### src/rtl/core/hcb_pkg.sv
// Shared types, constants and command codes for the Huffman code builder.
package hcb_pkg;

  localparam int HCB_MAX_SYMBOLS  = 64;
  localparam int HCB_MAX_CODE_LEN = 16;

  typedef struct packed {
    logic [7:0]  symbol;
    logic [31:0] weight;
    logic        last;
  } hcb_in_t;

  typedef struct packed {
    logic [7:0]  leaf_symbol;
    logic [15:0] code_bits;
    logic [4:0]  code_length;
    logic        too_long;
    logic        end_of_table;
  } hcb_out_t;

  localparam int OP_W = 5;
  localparam logic [OP_W-1:0] OP_NOP    = 5'd0;
  localparam logic [OP_W-1:0] OP_LOAD   = 5'd1;
  localparam logic [OP_W-1:0] OP_HINIT  = 5'd2;
  localparam logic [OP_W-1:0] OP_HLOADX = 5'd3;
  localparam logic [OP_W-1:0] OP_LATCHX = 5'd4;
  localparam logic [OP_W-1:0] OP_SDA    = 5'd5;
  localparam logic [OP_W-1:0] OP_SDB    = 5'd6;
  localparam logic [OP_W-1:0] OP_SDC    = 5'd7;
  localparam logic [OP_W-1:0] OP_HNEXT  = 5'd8;
  localparam logic [OP_W-1:0] OP_POPA   = 5'd9;
  localparam logic [OP_W-1:0] OP_POPB   = 5'd10;
  localparam logic [OP_W-1:0] OP_MGA    = 5'd11;
  localparam logic [OP_W-1:0] OP_MGB    = 5'd12;
  localparam logic [OP_W-1:0] OP_SUA    = 5'd13;
  localparam logic [OP_W-1:0] OP_SUB    = 5'd14;
  localparam logic [OP_W-1:0] OP_SUC    = 5'd15;
  localparam logic [OP_W-1:0] OP_SUFIN  = 5'd16;
  localparam logic [OP_W-1:0] OP_RTA    = 5'd17;
  localparam logic [OP_W-1:0] OP_RTB    = 5'd18;
  localparam logic [OP_W-1:0] OP_WCHK   = 5'd19;
  localparam logic [OP_W-1:0] OP_WDESC  = 5'd20;
  localparam logic [OP_W-1:0] OP_WEMIT  = 5'd21;
  localparam logic [OP_W-1:0] OP_WPOP   = 5'd22;

  typedef struct packed {
    logic [OP_W-1:0] op;
    logic            second;
  } hcb_cmd_t;

  typedef struct packed {
    logic cnt_ge2;
    logic hv_zero;
    logic size_gt1;
    logic hi_zero;
    logic sd_done;
    logic su_less;
    logic leaf;
    logic sp_zero;
  } hcb_stat_t;

endpackage

### src/rtl/core/hcb_ctrl.sv
// Sequencer that steps the datapath through load, heap build, merging and tree walk.
module hcb_ctrl
  import hcb_pkg::*;
(
  input  logic      clk,
  input  logic      rst_n,
  input  logic      start,
  input  logic      in_last,
  input  hcb_stat_t stat,
  output logic      busy,
  output hcb_cmd_t  cmd
);

  localparam logic [4:0] S_IDLE   = 5'd0;
  localparam logic [4:0] S_HINIT  = 5'd1;
  localparam logic [4:0] S_HLOADX = 5'd2;
  localparam logic [4:0] S_HLOADW = 5'd3;
  localparam logic [4:0] S_SDA    = 5'd4;
  localparam logic [4:0] S_SDB    = 5'd5;
  localparam logic [4:0] S_SDC    = 5'd6;
  localparam logic [4:0] S_HNEXT  = 5'd7;
  localparam logic [4:0] S_MCHK   = 5'd8;
  localparam logic [4:0] S_PA     = 5'd9;
  localparam logic [4:0] S_PB     = 5'd10;
  localparam logic [4:0] S_PC     = 5'd11;
  localparam logic [4:0] S_MGA    = 5'd12;
  localparam logic [4:0] S_MGB    = 5'd13;
  localparam logic [4:0] S_SUCHK  = 5'd14;
  localparam logic [4:0] S_SUB    = 5'd15;
  localparam logic [4:0] S_SUC    = 5'd16;
  localparam logic [4:0] S_RTA    = 5'd17;
  localparam logic [4:0] S_RTB    = 5'd18;
  localparam logic [4:0] S_WCHK   = 5'd19;
  localparam logic [4:0] S_WDESC  = 5'd20;
  localparam logic [4:0] S_WEMIT  = 5'd21;
  localparam logic [4:0] S_WPOP   = 5'd22;

  localparam logic [1:0] CTX_HEAP = 2'd0;
  localparam logic [1:0] CTX_POP1 = 2'd1;
  localparam logic [1:0] CTX_POP2 = 2'd2;

  logic [4:0] state_r, state_nxt;
  logic [1:0] ctx_r, ctx_nxt;

  always_ff @(posedge clk) begin
    if (!rst_n) begin
      state_r <= S_IDLE;
      ctx_r   <= CTX_HEAP;
    end else begin
      state_r <= state_nxt;
      ctx_r   <= ctx_nxt;
    end
  end

  assign busy = (state_r != S_IDLE);

  always_comb begin
    state_nxt  = state_r;
    ctx_nxt    = ctx_r;
    cmd.op     = OP_NOP;
    cmd.second = (ctx_r == CTX_POP2);
    case (state_r)
      S_IDLE: begin
        if (start) begin
          cmd.op = OP_LOAD;
          if (in_last) state_nxt = S_HINIT;
        end
      end
      S_HINIT: begin
        cmd.op    = OP_HINIT;
        state_nxt = stat.cnt_ge2 ? S_HLOADX : S_RTA;
      end
      S_HLOADX: begin
        cmd.op    = OP_HLOADX;
        ctx_nxt   = CTX_HEAP;
        state_nxt = S_HLOADW;
      end
      S_HLOADW: begin
        cmd.op    = OP_LATCHX;
        state_nxt = S_SDA;
      end
      S_SDA: begin
        cmd.op    = OP_SDA;
        state_nxt = S_SDB;
      end
      S_SDB: begin
        cmd.op    = OP_SDB;
        state_nxt = S_SDC;
      end
      S_SDC: begin
        cmd.op = OP_SDC;
        if (!stat.sd_done) begin
          state_nxt = S_SDA;
        end else begin
          case (ctx_r)
            CTX_HEAP: state_nxt = S_HNEXT;
            CTX_POP1: begin
              ctx_nxt   = CTX_POP2;
              state_nxt = S_PA;
            end
            default:  state_nxt = S_MGA;
          endcase
        end
      end
      S_HNEXT: begin
        if (stat.hv_zero) begin
          state_nxt = S_MCHK;
        end else begin
          cmd.op    = OP_HNEXT;
          state_nxt = S_HLOADX;
        end
      end
      S_MCHK: begin
        if (stat.size_gt1) begin
          ctx_nxt   = CTX_POP1;
          state_nxt = S_PA;
        end else begin
          state_nxt = S_RTA;
        end
      end
      S_PA: begin
        cmd.op    = OP_POPA;
        state_nxt = S_PB;
      end
      S_PB: begin
        cmd.op    = OP_POPB;
        state_nxt = S_PC;
      end
      S_PC: begin
        cmd.op    = OP_LATCHX;
        state_nxt = S_SDA;
      end
      S_MGA: begin
        cmd.op    = OP_MGA;
        state_nxt = S_MGB;
      end
      S_MGB: begin
        cmd.op    = OP_MGB;
        state_nxt = S_SUCHK;
      end
      S_SUCHK: begin
        if (stat.hi_zero) begin
          cmd.op    = OP_SUFIN;
          state_nxt = S_MCHK;
        end else begin
          cmd.op    = OP_SUA;
          state_nxt = S_SUB;
        end
      end
      S_SUB: begin
        cmd.op    = OP_SUB;
        state_nxt = S_SUC;
      end
      S_SUC: begin
        cmd.op    = OP_SUC;
        state_nxt = stat.su_less ? S_SUCHK : S_MCHK;
      end
      S_RTA: begin
        cmd.op    = OP_RTA;
        state_nxt = S_RTB;
      end
      S_RTB: begin
        cmd.op    = OP_RTB;
        state_nxt = S_WCHK;
      end
      S_WCHK: begin
        cmd.op    = OP_WCHK;
        state_nxt = stat.leaf ? S_WEMIT : S_WDESC;
      end
      S_WDESC: begin
        cmd.op    = OP_WDESC;
        state_nxt = S_WCHK;
      end
      S_WEMIT: begin
        cmd.op    = OP_WEMIT;
        state_nxt = stat.sp_zero ? S_IDLE : S_WPOP;
      end
      S_WPOP: begin
        cmd.op    = OP_WPOP;
        state_nxt = S_WCHK;
      end
      default: state_nxt = S_IDLE;
    endcase
  end

endmodule

### config.mk
export PLATFORM = sky130hd
export DESIGN_NAME = hcb_ctrl
export DESIGN_NICKNAME = d
export VERILOG_FILES = /design/src/rtl/core/hcb_pkg.sv /design/src/rtl/core/hcb_ctrl.sv
export SDC_FILE = /design/constraint.sdc
export NUM_CORES = 1
export LEC_CHECK = 0
export BUFFER_PORTS_ARGS = -buffer_cell sky130_fd_sc_hd__clkbuf_2
export CAP_MARGIN = 20
export CELL_PAD_IN_SITES_DETAIL_PLACEMENT = 1
export CELL_PAD_IN_SITES_GLOBAL_PLACEMENT = 2
export CORE_MARGIN = 5
export CORE_UTILIZATION = 32
export CTS_BUF_LIST = sky130_fd_sc_hd__clkbuf_16
export CTS_CLUSTER_DIAMETER = 50
export DETAILED_ROUTE_END_ITERATION = 8
export PLACE_DENSITY = 0.95
export REMOVE_ABC_BUFFERS = 1
export SLEW_MARGIN = 30
export SYNTH_ARGS = -nofsm -noshare
export SYNTH_HDL_FRONTEND = slang
export SYNTH_SLANG_ARGS = --single-unit
### constraint.sdc
create_clock -name clk -period 3.42 [get_ports clk]
set_input_delay 1.026 -clock clk [delete_from_list [all_inputs] [get_ports clk]]
set_output_delay 1.026 -clock clk [all_outputs]
set_load 0.05 [all_outputs]
# Word-level counts from Yosys, hierarchy flattened

Index checks and enable logic that the tools add are counted.

Equality and inequality tests: 29
Muxes and demuxes: 20
Reductions and logical operators: 8

Operator list:

| operator                                            | number |
|---|---|
| one-hot mux 5 bit (21 select lines)                 | 1 |
| one-hot mux 5 bit (20 select lines)                 | 1 |
| equality test 5 x 4 -> 1 bit, second input constant | 8 |
| equality test 5 bit, second input constant          | 7 |
| two-way mux 5 bit                                   | 6 |
| equality test 5 x 3 -> 1 bit, second input constant | 4 |
| two-way mux 4 bit                                   | 3 |
| equality test 5 x 2 -> 1 bit, second input constant | 2 |
| inequality test 2 bit, second input constant        | 5 |
| one-hot mux 4 bit (2 select lines)                  | 1 |
| two-way mux 2 bit                                   | 3 |
| two-way mux 3 bit                                   | 2 |
| one-hot mux 2 bit (3 select lines)                  | 1 |
| equality test 5 x 1 -> 1 bit, second input constant | 1 |
| logical NOT 5 bit                                   | 1 |
| nonzero test 5 bit                                  | 1 |
| AND reduction 4 bit                                 | 1 |
| nonzero test 3 bit                                  | 1 |
| OR reduction 3 bit                                  | 1 |
| equality test 2 x 1 -> 1 bit, second input constant | 1 |
| equality test 2 bit, second input constant          | 1 |
| logical NOT 2 bit                                   | 1 |
| two-way mux 1 bit                                   | 2 |
| AND reduction 2 bit                                 | 1 |
| OR reduction 2 bit                                  | 1 |

Output and inout port bits: 7
Register bits after elaboration: 7
Input bits: 12
Logic and storage cells: 59

# Depth between registers and ports, before layout

Gate-level depths: netlist of run 1.

Depth in word-level cells: 4
Depth in mapped cells: 7
Gate-level depth less buffers: 4

# Worst setup path after synthesis of run 1

Ideal clock, no wire load.

Kind: input -> output
Start point: input stat[6] (netlist bit)
End point: output cmd[4] (netlist bit)
Arrival time: 2385 ps
Required time: 2394 ps
Cell stages on the path: 4
Buffers on the path: 0
Path slack: 9 ps
Path through: nor4bb_1 a21oi_1 mux2_2 o221ai_1

RTL lines:

| what               | line           | RTL |
|---|---|---|
| start: declaration | hcb_ctrl.sv:9  | `input hcb_stat_t stat,` |
| end: declaration   | hcb_ctrl.sv:11 | `output hcb_cmd_t cmd` |

==> flow_metrics.env, run 1 <==
export IMPL_finalSetupViolCount=0
export IMPL_io_pins=19
export IMPL_seqCellArea_sq_um=140.1
export IMPL_cts_hold_buffers=0
export IMPL_grt_max_degree=30
export IMPL_critical_path_class="input port to output port"
export IMPL_cp_start_kind="input port"
export IMPL_grt_pass1_wl_mm=5.671
export IMPL_num_antenna_cells=0
export IMPL_clock_skew_ps=0.7931
export IMPL_cts_made_buffers=3
export IMPL_slew_headroom_pct=50.64
export IMPL_fin_setup_tns_ps=0
export IMPL_clkLatencyLatePin_ps=230
export IMPL_clkPwrFrac_pct=39.8
export IMPL_dp_hpwl_mm=2.329
export IMPL_clock_sink_count=7
export IMPL_cts_max_level=1
export IMPL_crit_start="stat[6]"
export IMPL_fill_cells=361
export IMPL_clockRootBuffer="clkbuf_16"
export IMPL_p_total_mw=0.5119
export IMPL_fp_dieArea_sq_um=4111
export IMPL_drtIter0Drc=29
export IMPL_period_needed_ps=3302
export IMPL_crit_arrival_ps=2280
export IMPL_grt_pass1_vias=1160
export IMPL_synth_top_area_share_pct=14.95
export IMPL_ys_ff_latch=7
export IMPL_drc=0
export IMPL_holdCritStartpoint="ctx_r[0]"
export IMPL_grt_ovfl_total=0
export IMPL_fmax_ghz=0.3029
export IMPL_drive_gt1_share_pct=22.15
export IMPL_cts_tree="yes"
export IMPL_initial_utilization_pct=33.69
export IMPL_wire_per_inst_um=18.04
export IMPL_critPathTopFamily="buffers and inverters"
export IMPL_rows=19
export IMPL_clk_pin_slew_worst_paths_ps=40
export IMPL_max_stage_delay_ps=320
export IMPL_period_share_pct=96.55
export IMPL_r2r_slack_ps=1400
export IMPL_synthFlopType="dfxtp_1"
export IMPL_rsz0062_at_grt="false"
export IMPL_p_int_mw=0.3099
export IMPL_die_height_um=64.12
export IMPL_hold_path_class="flip-flop to flip-flop"
export IMPL_netlist_area_sq_um=937.1
export IMPL_worstPathRequired_ps=2390
export IMPL_p_per_area_nw_per_um2=456.1
export IMPL_dpl_instance_area_sq_um=1042
export IMPL_hold_viol_final=0
export IMPL_worstMarginPinSlew_ps=739.4
export IMPL_crit_fanout=3
export IMPL_ys_seq_area_share_pct=14.95
export IMPL_clock_tree_buffer_depth=2
export IMPL_path_cells="clkbuf_2 > nor4bb_1 > a21oi_1 > mux2_2 > o221ai_1 > clkbuf_2"
export IMPL_postCtsSetupBuffers=0
export IMPL_holdPathStages=2
export IMPL_power_switching_mw=0.2019
export IMPL_swShare_pct=39.45
export IMPL_die_x_um=64.12
export IMPL_finish_utilization_pct=40.35
export IMPL_firstDrtPassIters=4
export IMPL_route_antenna_remaining_nets=0
export IMPL_yosysTopAreaCell="dfxtp_1"
export IMPL_async_flop_share_pct=0
export IMPL_vias_per_cell=6.261
export IMPL_final_common_cell="clkbuf_2"
export IMPL_cts_resized=0
export IMPL_multiInputGateArea_sq_um=716.9
export IMPL_ys_types=46
export IMPL_ys_warn_count=0
export IMPL_status="finished clean"
export IMPL_final_cell_mix="clkbuf_2, o21ai_0, nor2_1"
export IMPL_synthTopCellsByArea="dfxtp_1, o21ai_0, nand2b_1"
export IMPL_synth_edf_count=0
export IMPL_seq_power_share_pct=20.7
export IMPL_cap_violations=0
export IMPL_holdPathEnd="ctx_r[0]"
export IMPL_track_usage_pct=16.86
export IMPL_crit_buf_inv=2
export IMPL_crit_path_end_kind="output port"
export IMPL_core_sq_um=2781
export IMPL_leakagePower_nw=0.4320
export IMPL_final_cell_area_sq_um=1122
export IMPL_synth_cells=135
export IMPL_port_buffer_count=18
export IMPL_drt_total_wl_mm=3.248
export IMPL_reg2reg_depth=5
export IMPL_reg2reg_from="state_r[4]"
export IMPL_antenna_found_initial=0
export IMPL_reg2reg_to="state_r[1]"
export IMPL_cp_slowest_cell="nor4bb_1"
export IMPL_place_congestion=0.8556
export IMPL_final_nets=162
export IMPL_drv_slew=0
export IMPL_syn_avg_cell_area_sq_um=6.942
export IMPL_vias=1127
export IMPL_path_common_cell="clkbuf_2"
export IMPL_vdd_drop_max_uv=366.6
export IMPL_p_comb_share_pct=39.5
export IMPL_area_delta_synth_final_pct=19.76
## layout make-up
type                    instances  share of cell area [%]
clock buffers                   3                   6.689
flip-flops and latches          7                   12.49
multi-input cells             111                   63.88
well taps                      31                   3.456
clock inverters                 1                  0.4459
repair buffers                 24                   12.04
inverters                       3                   1.003
## Yosys cell counts (2+ instances only)
cell type,count
clkbuf_1,6
dfxtp_1,7
o21ai_1,3
o31ai_1,2
nor4bb_1,3
inv_1,3
o211ai_1,3
a31oi_1,5
a21o_1,2
nor4b_1,2
nand2b_1,7
a211o_1,2
a21boi_0,2
o21ai_0,13
buf_2,7
nand3b_1,2
a21oi_1,5
nor2_1,11
or3_4,2
nand2_1,6
nor2b_1,7
nor4_1,2
nor3b_1,3
nand3_1,4
o22ai_1,3
nor3_1,3
## metrics by stage
stage          instances  hold WS (ps)  setup slack (ps)
2_1_floorplan        121         495.7            -6.883
3_3_place_gp         176         537.3             122.1
3_5_place_dp         176         560.3             134.8
4_1_cts              180         561.9             128.1
5_1_grt              180         616.0             40.23
6_report             180         562.5             118.1
## power groups by stage
stage	registers, mW	clock network [mW]	logic [mW]
after global placement	0.106	0	0.194
after floorplan	0.111	0	0.135
after CTS	0.105	0.206	0.202
final	0.106	0.204	0.202
after global routing	0.108	0.213	0.218
after detailed placement	0.107	0	0.200
## registers in the layout, indices dropped and copies added (netlist names)
| register | flops |
|---|---|
| ctx_r | 2 |
| state_r | 5 |
## kinds of logic (layout without fill, tap and decap cells)
family	after synthesis	in the layout	share of synthesized area, %
and+or+nand+nor	56	56	35.91
AOI/OAI and AO/OA	53	53	38.32
buffers and inverters	17	31	8.544
DFF	7	7	14.95
adders and majority gates	1	1	1.068
muxes	1	1	1.202
## per-layer routing
metal,routed length (um),GRT usage [%],vias to the layer above
met1,1549,23.06,558
met3,78,2.452,8
met4,68,5.598,0
met5,0,0,-
li1,-,-,542
met2,1552,27.01,19
## how the worst max path moves through the flow
| stage | endpoint | slack, ps | cells after the start |
|---|---|---|---|
| floorplan | cmd[4] | -7 | 4 |
| global placement | cmd[4] | 120 | 6 |
| detailed placement | cmd[4] | 130 | 6 |
| CTS | cmd[4] | 130 | 6 |
| global route | cmd[1] | 40 | 5 |
| finish | cmd[4] | 120 | 6 |
## worst reg2reg max path, stage by stage (launching register included)
cell	delay, ps
dfxtp_1	690
buf_4	280
nor4bb_1	60
o311a_1	350
a211o_1	240
o31a_1	290
Power figures use the tool's default switching activity.
==> run 2, diff against run 1 <==
--- a/config.mk
+++ b/config.mk
@@ -5,13 +5,14 @@
 export SDC_FILE = /design/constraint.sdc
 export NUM_CORES = 1
 export LEC_CHECK = 0
-export BUFFER_PORTS_ARGS = -buffer_cell sky130_fd_sc_hd__clkbuf_2
+export BUFFER_PORTS_ARGS = -buffer_cell sky130_fd_sc_hd__buf_2
 export CAP_MARGIN = 20
 export CELL_PAD_IN_SITES_DETAIL_PLACEMENT = 1
 export CELL_PAD_IN_SITES_GLOBAL_PLACEMENT = 2
+export CORE_ASPECT_RATIO = 1.2
 export CORE_MARGIN = 5
-export CORE_UTILIZATION = 32
-export CTS_BUF_LIST = sky130_fd_sc_hd__clkbuf_16
+export CORE_UTILIZATION = 33
+export CTS_BUF_LIST = sky130_fd_sc_hd__clkbuf_2
 export CTS_CLUSTER_DIAMETER = 50
 export DETAILED_ROUTE_END_ITERATION = 8
 export PLACE_DENSITY = 0.95
==> flow_metrics.env, run 2 (synthesized netlist as in run 1, its figures left out) <==
export IMPL_p_total_mw=0.3707
export IMPL_drc=0
export IMPL_slew_headroom_pct=54.38
export IMPL_r2r_slack_ps=1410
export IMPL_clock_skew_ps=5.003
export IMPL_cts_tree="yes"
export IMPL_vias=1092
export IMPL_critical_path_class="input port to output port"
export IMPL_period_share_pct=95.36
export IMPL_drtIter0Drc=27
export IMPL_crit_arrival_ps=2240
export IMPL_grt_pass1_wl_mm=5.078
export IMPL_crit_buf_inv=2
export IMPL_reg2reg_to="state_r[1]"
export IMPL_antenna_found_initial=0
export IMPL_power_switching_mw=0.1823
export IMPL_final_nets=162
export IMPL_dp_hpwl_mm=2.316
export IMPL_clock_tree_buffer_depth=2
export IMPL_wire_per_inst_um=16.46
export IMPL_swShare_pct=49.17
export IMPL_reg2reg_depth=6
export IMPL_num_antenna_cells=0
export IMPL_cp_slowest_cell="mux2_2"
export IMPL_cts_hold_buffers=0
export IMPL_vdd_drop_max_uv=176.1
export IMPL_clock_sink_count=7
export IMPL_port_buffer_count=18
export IMPL_firstDrtPassIters=4
export IMPL_p_int_mw=0.1884
export IMPL_cap_violations=0
export IMPL_leakagePower_nw=0.4094
export IMPL_path_common_cell="buf_2"
export IMPL_place_congestion=0.8499
export IMPL_clkLatencyLatePin_ps=240
export IMPL_area_delta_synth_final_pct=13.75
export IMPL_grt_ovfl_total=0
export IMPL_max_stage_delay_ps=290
export IMPL_crit_fanout=3
export IMPL_track_usage_pct=16.49
export IMPL_finalSetupViolCount=0
export IMPL_cts_made_buffers=3
export IMPL_fmax_ghz=0.3066
export IMPL_route_antenna_remaining_nets=0
export IMPL_worstPathRequired_ps=2390
export IMPL_grt_pass1_vias=1099
export IMPL_p_comb_share_pct=52.8
export IMPL_initial_utilization_pct=33.97
export IMPL_drt_total_wl_mm=3.013
export IMPL_top_regs="state_r x5, ctx_r x2"
export IMPL_finish_utilization_pct=38.64
export IMPL_drv_slew=0
export IMPL_die_x_um=58.65
export IMPL_die_height_um=68.38
export IMPL_p_per_area_nw_per_um2=347.7
export IMPL_rsz0062_at_grt="false"
export IMPL_cp_start_kind="input port"
export IMPL_clk_pin_slew_worst_paths_ps=90
export IMPL_cts_resized=0
export IMPL_final_common_cell="buf_2"
export IMPL_holdCritStartpoint="ctx_r[0]"
export IMPL_holdPathStages=2
export IMPL_postCtsSetupBuffers=0
export IMPL_clkPwrFrac_pct=18.1
export IMPL_rows=21
export IMPL_hold_path_class="flip-flop to flip-flop"
export IMPL_critPathTopFamily="buffers and inverters"
export IMPL_core_sq_um=2759
export IMPL_io_pins=19
export IMPL_drive_gt1_share_pct=22.15
export IMPL_seq_power_share_pct=29.1
export IMPL_vias_per_cell=5.967
export IMPL_path_cells="buf_2 > nor4bb_1 > a21oi_1 > mux2_2 > o221ai_1 > buf_2"
export IMPL_fp_dieArea_sq_um=4010
export IMPL_period_needed_ps=3261
export IMPL_final_cell_mix="buf_2, o21ai_0, nor2_1"
export IMPL_hold_viol_final=0
export IMPL_top_register="state_r"
export IMPL_reg2reg_from="state_r[1]"
export IMPL_grt_max_degree=24
export IMPL_crit_path_end_kind="output port"
export IMPL_holdPathEnd="ctx_r[0]"
export IMPL_cts_max_level=1
export IMPL_clockRootBuffer="clkbuf_2"
export IMPL_status="finished clean"
export IMPL_largest_register_ffs=5
export IMPL_worstMarginPinSlew_ps=683.3
run 2: layout make-up:
type	instances	area, sq um
Clock buffer	4	20.02
Fill cell	375	1693
Inverter	3	11.26
Sequential cell	7	140.1
Timing Repair Buffer	24	135.1
Multi-Input combinational cell	111	716.9
Tap cell	34	42.54
run 2: metal layers:
layer	share of wire (%)	track usage (%)
met5	0	0
met1	45	19.75
met4	1.2	7.649
met2	51	30.03
met3	3.0	0.7547
run 2: power groups by stage:
stage	sequential (mW)	combinational, mW	clock [mW]
after CTS	0.108	0.197	0.0685
after floorplan	0.111	0.135	0
after global routing	0.110	0.211	0.0741
after detailed placement	0.110	0.196	0
after global placement	0.109	0.193	0
final	0.108	0.196	0.0672
run 2: worst max-delay path by stage:
| stage | startpoint | to | slack [ps] | cells past startpoint |
|---|---|---|---|---|
| finish | stat[6] | cmd[4] | 160 | 6 |
| global route | state_r[2] | cmd[1] | 60 | 5 |
| floorplan | stat[6] | cmd[4] | -7 | 4 |
| CTS | stat[6] | cmd[4] | 160 | 6 |
| global placement | stat[6] | cmd[4] | 210 | 6 |
| detailed placement | stat[6] | cmd[4] | 160 | 6 |
run 2: worst min-delay path, cell delays in order, from the launching register on:
cell,delay (ps)
dfxtp_1,360
o21ai_0,90
a21boi_1,60
run 2: per-stage QoR:
stage | area (sq um) | setup WS, ps | hold WS (ps) | std cells | setup TNS [ps]
2_1_floorplan | 868.3 | -6.883 | 495.7 | 121 | -6.883
3_3_place_gp | 1046 | 211.5 | 536.0 | 179 | 0
3_5_place_dp | 1046 | 164.2 | 560.5 | 179 | 0
4_1_cts | 1066 | 164.8 | 567.3 | 183 | 0
5_1_grt | 1066 | 55.07 | 603.5 | 183 | 0
6_report | 1066 | 158.5 | 559.8 | 183 | 0
==> run 3, diff against run 2 <==
--- a/config.mk
+++ b/config.mk
@@ -11,11 +11,11 @@
 export CELL_PAD_IN_SITES_GLOBAL_PLACEMENT = 2
 export CORE_ASPECT_RATIO = 1.2
 export CORE_MARGIN = 5
-export CORE_UTILIZATION = 33
+export CORE_UTILIZATION = 31
 export CTS_BUF_LIST = sky130_fd_sc_hd__clkbuf_2
 export CTS_CLUSTER_DIAMETER = 50
 export DETAILED_ROUTE_END_ITERATION = 8
-export PLACE_DENSITY = 0.95
+export PLACE_DENSITY = 0.94
 export REMOVE_ABC_BUFFERS = 1
 export SLEW_MARGIN = 30
 export SYNTH_ARGS = -nofsm -noshare
==> constraint.sdc (replaced) <==
create_clock -name clk -period 3.7 [get_ports clk]
set_input_delay 1.11 -clock clk [delete_from_list [all_inputs] [get_ports clk]]
set_output_delay 1.11 -clock clk [all_outputs]
set_load 0.05 [all_outputs]
==> flow_metrics.env, run 3 (synthesized netlist as in run 1, its figures left out) <==
export IMPL_status="finished clean"
export IMPL_fmax_ghz=0.2921
export IMPL_crit_buf_inv=2
export IMPL_io_pins=19
export IMPL_setup_slack_ps=276.9
export IMPL_crit_path_end_kind="output port"
export IMPL_clock_skew_ps=5.157
export IMPL_area_delta_synth_final_pct=12.95
export IMPL_track_usage_pct=14.31
export IMPL_firstDrtPassIters=4
export IMPL_drc=0
export IMPL_worstMarginPinSlew_ps=926.8
export IMPL_slew_headroom_pct=38.13
export IMPL_hold_path_class="flip-flop to flip-flop"
export IMPL_finish_utilization_pct=37.30
export IMPL_die_height_um=70.23
export IMPL_route_antenna_remaining_nets=0
export IMPL_dpl_instance_area_sq_um=1039
export IMPL_drt_total_wl_mm=3.006
export IMPL_wire_per_inst_um=16.52
export IMPL_fp_dieArea_sq_um=4227
export IMPL_port_buffer_count=18
export IMPL_cts_tree="yes"
export IMPL_grt_ovfl_total=0
export IMPL_grt_pass1_vias=1103
export IMPL_finalSetupViolCount=0
export IMPL_drive_gt1_share_pct=21.62
export IMPL_clk_pin_slew_worst_paths_ps=80
export IMPL_critPathTopFamily="buffers and inverters"
export IMPL_clkLatencyLatePin_ps=230
export IMPL_drtIter0Drc=21
export IMPL_path_cells="buf_2 > nor4bb_1 > a21oi_1 > mux2_2 > o221ai_1 > buf_2"
export IMPL_drv_slew=0
export IMPL_dp_slack_ps=274.1
export IMPL_cts_resized=0
export IMPL_vdd_drop_max_uv=180.5
export IMPL_crit_fanout=3
export IMPL_grt_pass1_wl_mm=4.857
export IMPL_clock_tree_buffer_depth=2
export IMPL_path_common_cell="buf_2"
export IMPL_largest_register_ffs=5
export IMPL_period_share_pct=92.52
export IMPL_grt_max_degree=29
export IMPL_critical_path_class="input port to output port"
export IMPL_clockRootBuffer="clkbuf_2"
export IMPL_place_congestion=0.7876
export IMPL_finalNonFillerCells=182
export IMPL_final_common_cell="buf_2"
export IMPL_cp_start_kind="input port"
export IMPL_cts_hold_buffers=0
export IMPL_num_antenna_cells=0
export IMPL_final_cell_area_sq_um=1059
export IMPL_cts_made_buffers=3
export IMPL_p_total_mw=0.3360
export IMPL_core_sq_um=2838
export IMPL_max_stage_delay_ps=300
export IMPL_leakagePower_nw=0.4042
export IMPL_crit_arrival_ps=2310
export IMPL_top_regs="state_r x5, ctx_r x2"
export IMPL_final_nets=161
export IMPL_holdWs_ps=565.9
export IMPL_top_register="state_r"
export IMPL_clock_sink_count=7
export IMPL_fill_cells=382
export IMPL_vias=1095
export IMPL_antenna_found_initial=0
export IMPL_cp_slowest_cell="mux2_2"
export IMPL_cap_violations=0
export IMPL_period_needed_ps=3423
export IMPL_rows=21
export IMPL_postCtsSetupBuffers=0
export IMPL_post_place_cells=178
export IMPL_hold_viol_final=0
export IMPL_final_cell_mix="buf_2, o21ai_0, nor2_1"
export IMPL_worstPathRequired_ps=2590
export IMPL_vias_per_cell=6.016
export IMPL_rsz0062_at_grt="false"
export IMPL_p_per_area_nw_per_um2=317.4
export IMPL_cts_max_level=1
export IMPL_fin_setup_tns_ps=0
export IMPL_die_x_um=60.19
export IMPL_initial_utilization_pct=33.02
export IMPL_dp_hpwl_mm=2.282
## run 3: final cells by class
class                   instances  area (sq um)  area share [%]
clock buffers                   4         20.02           1.891
inverters                       3         11.26           1.064
well taps                      34         42.54           4.019
multi-input cells             111         716.9           67.73
repair buffers                 23         127.6           12.06
flip-flops and latches          7         140.1           13.24
## run 3: final timing paths
kind | end | cells past startpoint | from | slack (ps)
hold reg to reg | ctx_r[0] | 2 | ctx_r[0] | 570
setup reg to reg | state_r[1] | 5 | state_r[4] | 1640
setup / recovery | cmd[4] | 6 | stat[6] | 280
hold / removal | ctx_r[0] | 2 | ctx_r[0] | 570
## run 3: power breakdown
group          switching (mW)  internal, mW
logic                   0.109        0.0636
clock network          0.0295        0.0288
registers              0.0251        0.0797
total                   0.164         0.172
## run 3: tightest hold or removal path, delay by kind of cell, from the launching register on
kind               cells  cell delay (ps)
DFF                    1              360
AOI/OAI and AO/OA      2              160
## run 3: routing by layer
layer | wire length [um] | up-vias | GRT usage [%]
li1 | - | 538 | -
met1 | 1329 | 533 | 17.69
met3 | 111 | 2 | 1.289
met5 | 0 | - | 0
met2 | 1545 | 22 | 25.00
met4 | 21 | 0 | 4.680
